<file path="src/rtl/seb_pkg.sv">
// Shared constants, types and state codes for the Sobel inverted edge stream unit.
`default_nettype none

package seb_pkg;

    localparam int MAX_WIDTH  = 2048;
    localparam int MAX_HEIGHT = 4096;
    localparam int MIN_DIM    = 3;

    localparam int COL_W = $clog2(MAX_WIDTH);
    localparam int ROW_W = $clog2(MAX_HEIGHT);
    localparam int W_W   = $clog2(MAX_WIDTH + 1);
    localparam int H_W   = $clog2(MAX_HEIGHT + 1);

    localparam int PIX_W        = 8;
    localparam int FRAME_W_BITS = 12;
    localparam int FRAME_H_BITS = 13;

    localparam int CFG_IDX_W  = 1;
    localparam int CFG_DATA_W = 13;
    localparam logic [CFG_IDX_W-1:0] CFG_FRAME_WIDTH  = 1'd0;
    localparam logic [CFG_IDX_W-1:0] CFG_FRAME_HEIGHT = 1'd1;

    localparam logic [FRAME_W_BITS-1:0] FRAME_WIDTH_RESET  = 12'd640;
    localparam logic [FRAME_H_BITS-1:0] FRAME_HEIGHT_RESET = 13'd480;

    localparam int GRAY_SUM_W = 23;
    localparam int GRAY_SHIFT = 14;
    localparam logic [GRAY_SUM_W-1:0] W_RED   = 23'd4899;
    localparam logic [GRAY_SUM_W-1:0] W_GREEN = 23'd9617;
    localparam logic [GRAY_SUM_W-1:0] W_BLUE  = 23'd1868;
    localparam logic [GRAY_SUM_W-1:0] W_ROUND = 23'd8192;
    localparam logic [PIX_W-1:0]      PIX_MAX = 8'd255;

    localparam int SUM_W  = 10;
    localparam int GRAD_W = 11;
    localparam int RAD_W  = 22;
    localparam int ROOT_W = 11;

    typedef struct packed {
        logic              done;
        logic [ROOT_W-1:0] root;
    } sqrt_res_t;

    typedef enum logic [5:0] {
        ST_IDLE   = 6'b000001,
        ST_GRAY   = 6'b000010,
        ST_WIN    = 6'b000100,
        ST_SQUARE = 6'b001000,
        ST_SQRT   = 6'b010000,
        ST_EMIT   = 6'b100000
    } state_t;

endpackage

`default_nettype wire

</file>
<file path="src/rtl/seb_isqrt.sv">
// Iterative ceiling integer square root, one result bit per cycle.
`default_nettype none

module seb_isqrt (
    input  wire                      clk,
    input  wire                      rst_n,
    input  wire                      start,
    input  wire [seb_pkg::RAD_W-1:0] radicand,
    output seb_pkg::sqrt_res_t       res
);

    localparam int RAD_W  = seb_pkg::RAD_W;
    localparam int ROOT_W = seb_pkg::ROOT_W;

    logic [RAD_W-1:0]  x_reg;
    logic [RAD_W-1:0]  acc_reg;
    logic [RAD_W-1:0]  bit_reg;
    logic              busy_reg;
    logic              done_reg;
    logic [ROOT_W-1:0] root_reg;

    logic [RAD_W-1:0]  trial;
    logic              take;
    logic [RAD_W-1:0]  x_next;
    logic [RAD_W-1:0]  acc_next;
    logic [ROOT_W-1:0] root_next;

    always_comb
    begin
        trial     = acc_reg + bit_reg;
        take      = (x_reg >= trial);
        x_next    = take ? (x_reg - trial) : x_reg;
        acc_next  = take ? ((acc_reg >> 1) + bit_reg) : (acc_reg >> 1);
        root_next = acc_next[ROOT_W-1:0] + ROOT_W'(x_next != '0);
    end

    always_ff @(posedge clk or negedge rst_n)
    begin
        if (!rst_n)
        begin
            busy_reg <= 1'b0;
            done_reg <= 1'b0;
        end
        else
        begin
            done_reg <= 1'b0;
            if (start)
            begin
                busy_reg <= 1'b1;
            end
            else if (busy_reg && bit_reg[0])
            begin
                busy_reg <= 1'b0;
                done_reg <= 1'b1;
            end
        end
    end

    always_ff @(posedge clk)
    begin
        if (start)
        begin
            x_reg   <= radicand;
            acc_reg <= '0;
            bit_reg <= RAD_W'(1) << (RAD_W - 2);
        end
        else if (busy_reg)
        begin
            x_reg   <= x_next;
            acc_reg <= acc_next;
            bit_reg <= bit_reg >> 2;
            if (bit_reg[0])
            begin
                root_reg <= root_next;
            end
        end
    end

    assign res.done = done_reg;
    assign res.root = root_reg;

endmodule

`default_nettype wire

</file>
<file path="config.mk">
export PLATFORM = sky130hd
export DESIGN_NAME = seb_isqrt
export DESIGN_NICKNAME = d
export VERILOG_FILES = /design/src/rtl/seb_pkg.sv /design/src/rtl/seb_isqrt.sv
export SDC_FILE = /design/constraint.sdc
export NUM_CORES = 1
export LEC_CHECK = 0
export BUFFER_PORTS_ARGS = -buffer_cell sky130_fd_sc_hd__buf_2
export CAP_MARGIN = 20
export CORE_UTILIZATION = 40
export CTS_CLUSTER_DIAMETER = 100
export DETAILED_ROUTE_END_ITERATION = 16
export GPL_ROUTABILITY_DRIVEN = 0
export PLACE_DENSITY = 0.71
export SKIP_LAST_GASP = 1
export SYNTH_ARGS = -nofsm -noshare
export SYNTH_HDL_FRONTEND = slang
export SYNTH_SLANG_ARGS = --single-unit
</file>
<file path="constraint.sdc">
create_clock -name clk -period 5.53 [get_ports clk]
set_input_delay 0.8295 -clock clk [delete_from_list [all_inputs] [get_ports clk]]
set_output_delay 0.8295 -clock clk [all_outputs]
set_load 0.01 [all_outputs]
</file>
==> metrics.cfg <==
[run_status]
outcome=complete, but fails checks
violations=setup timing

[cts]
cts_tree=yes
clock_latency_ns=0.36
cts.sink_count=68
cts-root-buf=clkbuf_16
clkTransAtPathRegs_ns=0.06
ctsHoldBuffers=0
htreeDepth=3
cts_buffer_depth=2
cts_buffers=9

[synthesis]
synthTopCellsByArea=edfxtp_1 (17%), dfxtp_1 (12%), ha_1 (11%)
ys_ff_latch=68
ys_async_sr_fraction=0.0294
synthFlopType=edfxtp_1
ys_types=74
syn-cell-area_um2=5690
synth_edf_count=33
yosysWarnings=0
ys_seq_area_frac=0.299
post-synth-top-count-cell=nor2_1
synth_top_area_cell=edfxtp_1
avgSynthCellArea_um2=8.51
syn-instance-count=669
syn_nets=743
synth_top_area_share=0.174
synth_common_cells=nor2_1 (79), nand2_1 (71), ha_1 (48)

[detailed_routing]
antenna_left=0
drc=0
dr.pass1.iters=5
wl_per_cell_um=16.7
dr_total_vias=5393
routed_wirelength_um=15900
drtIter0Drc=451
via_per_inst=5.64

[worst_setup_path]
arrival_ns=5.64
reg2reg_to=root_reg[10]
slowest_delay_ns=0.57
cp-start-kind=register
cp.required_ns=5.62
path_class=reg -> reg
rrSetupSlack_ns=-0.01
cpMaxStageDelayCell=or4_4
reg2reg_from=acc_reg[4]
r2r_cells=28
endpoint_kind=register
crit_fanout=6

[final_layout]
finalInstanceArea_um2=7220
antenna_cells=0
drive_gt1_frac=0.277
area_delta_synth_final_pct=26.9
nets=845

[worst_hold_path]
hold_class=in -> async

[global_routing]
grt_pass1_vias=5081
grt_util_all_layers=0.221
gr-total-overflow=0
grt_pass1_wl_um=25000
antenna_found_initial=0
grt_max_degree=74

[job]
drv_cap=0

[floorplanning]
core_um2=13900
die_area_um2=14700
io_pins=37
die_width_um=121
start_util=0.410
die_y_um=121
rows=43

[timing]
skew_ns=0.0141
setup_violations=2
timing.final.crit_share=1.00
period_minus_slack_ns=5.54
rsz0062_at_grt=true
finalWorstSetupSlack_ns=-0.0121
hold_viol=0
hold_ws_ns=0.247
worstMarginPinSlew_ns=0.721
slew_headroom=0.519
slew_violations=0
fmax_ghz=0.180

[placement]
numPortBuffers=36
hpwlAfterDp_um=11400
place_area_um2=6530
post-place-ws_ns=-0.276

[power]
ir_drop_uv=357
p_sw_uw=1900
p_int_uw=2340
pwr-share-seq=0.195
power_density_nw_per_um2=587
combPwrFrac=0.671
p_clk_frac=0.134
swShare=0.449
p_leak_uw=0.00306

==> layout make-up <==
type	count	area (um2)
clock buffer	11	253
inverter	15	56.3
sequential	68	1710
fill	1262	6660
multi-input combinational	551	4070
timing repair buffer	126	871
tap	180	225
clock inverter	5	35.0
==> metrics by stage <==
| step | setup TNS (ns) | total power [uW] | util | cells |
|---|---|---|---|---|
| floorplan | 0 | 2510 | - | 669 |
| global placement | -0.340 | 3350 | 0.470 | 924 |
| detailed placement | -1.25 | 3360 | 0.470 | 925 |
| CTS | 0 | 4050 | 0.504 | 954 |
| global route | -1.03 | 4520 | 0.520 | 956 |
| finish | -0.0195 | 4240 | 0.520 | 956 |
==> worst max path at each step <==
stage,startpoint,endpoint,slack [ns],depth (start not counted)
4_1_cts,acc_reg[0],root_reg[10],0.01,27
2_1_floorplan,acc_reg[2],root_reg[6],0.003,26
3_3_place_gp,acc_reg[0],root_reg[10],-0.12,29
5_1_grt,acc_reg[0],root_reg[10],-0.20,29
3_5_place_dp,acc_reg[0],root_reg[10],-0.28,29
6_report,acc_reg[4],root_reg[10],-0.01,28
==> logic make-up (layout without fill, tap and decap cells) <==
kind of cell,count (synthesis),after routing,synth area share
multiplexers,33,33,0.0594
adder cells (fa/ha/maj),49,49,0.109
flip-flops,68,68,0.299
XOR/XNOR,62,62,0.0954
buffers and inverters,50,157,0.0383
AND/OR/NAND/NOR,221,221,0.177
AO/OA/AOI/OAI,186,186,0.222
==> worst max-delay path: cells and delay by family (launching register included) <==
family	cells	cell delay, ns
compound gates	11	2.11
xor+xnor	2	0.17
buf+inv	2	0.27
fa+ha+maj	4	1.03
flops	1	0.31
simple gates	9	1.39
==> repair_timing <==
item	in CTS	in global routing
hold endpoints to repair	0	0
setup buffers	13	3
pin swaps	24	21
setup endpoints to repair	9	9
resized for setup	17	45
==> metal layers <==
metal,wire length [um],vias to the layer above,part of all wire,GRT usage
li1,-,2664,-,-
met1,7270,2569,0.46,0.280
met2,7720,127,0.48,0.371
met3,577,33,0.036,0.0381
met4,367,0,0.023,0.0887
met5,0,-,0,0
==> power by group through the flow <==
stage	combinational, uW	sequential, uW	clock [uW]
6_report	2850	826	569
5_1_grt	3090	839	595
4_1_cts	2650	817	574
3_5_place_dp	2540	824	0
3_3_place_gp	2520	824	0
2_1_floorplan	1740	775	0
==> cells in the final DEF, fill, tap and decap left out, drive strengths merged, types with 14 or more instances in the layout <==
| master | count |
|---|---|
| inv | 16 |
| ha | 48 |
| o21ai | 50 |
| xnor2 | 36 |
| dfxtp | 33 |
| nor3 | 14 |
| a31oi | 14 |
| nand2 | 71 |
| mux2i | 27 |
| nor2 | 80 |
| edfxtp | 33 |
| buf | 126 |
| xor2 | 26 |
| a21oi | 39 |
Note: power is estimated with default switching activity, not from simulation.
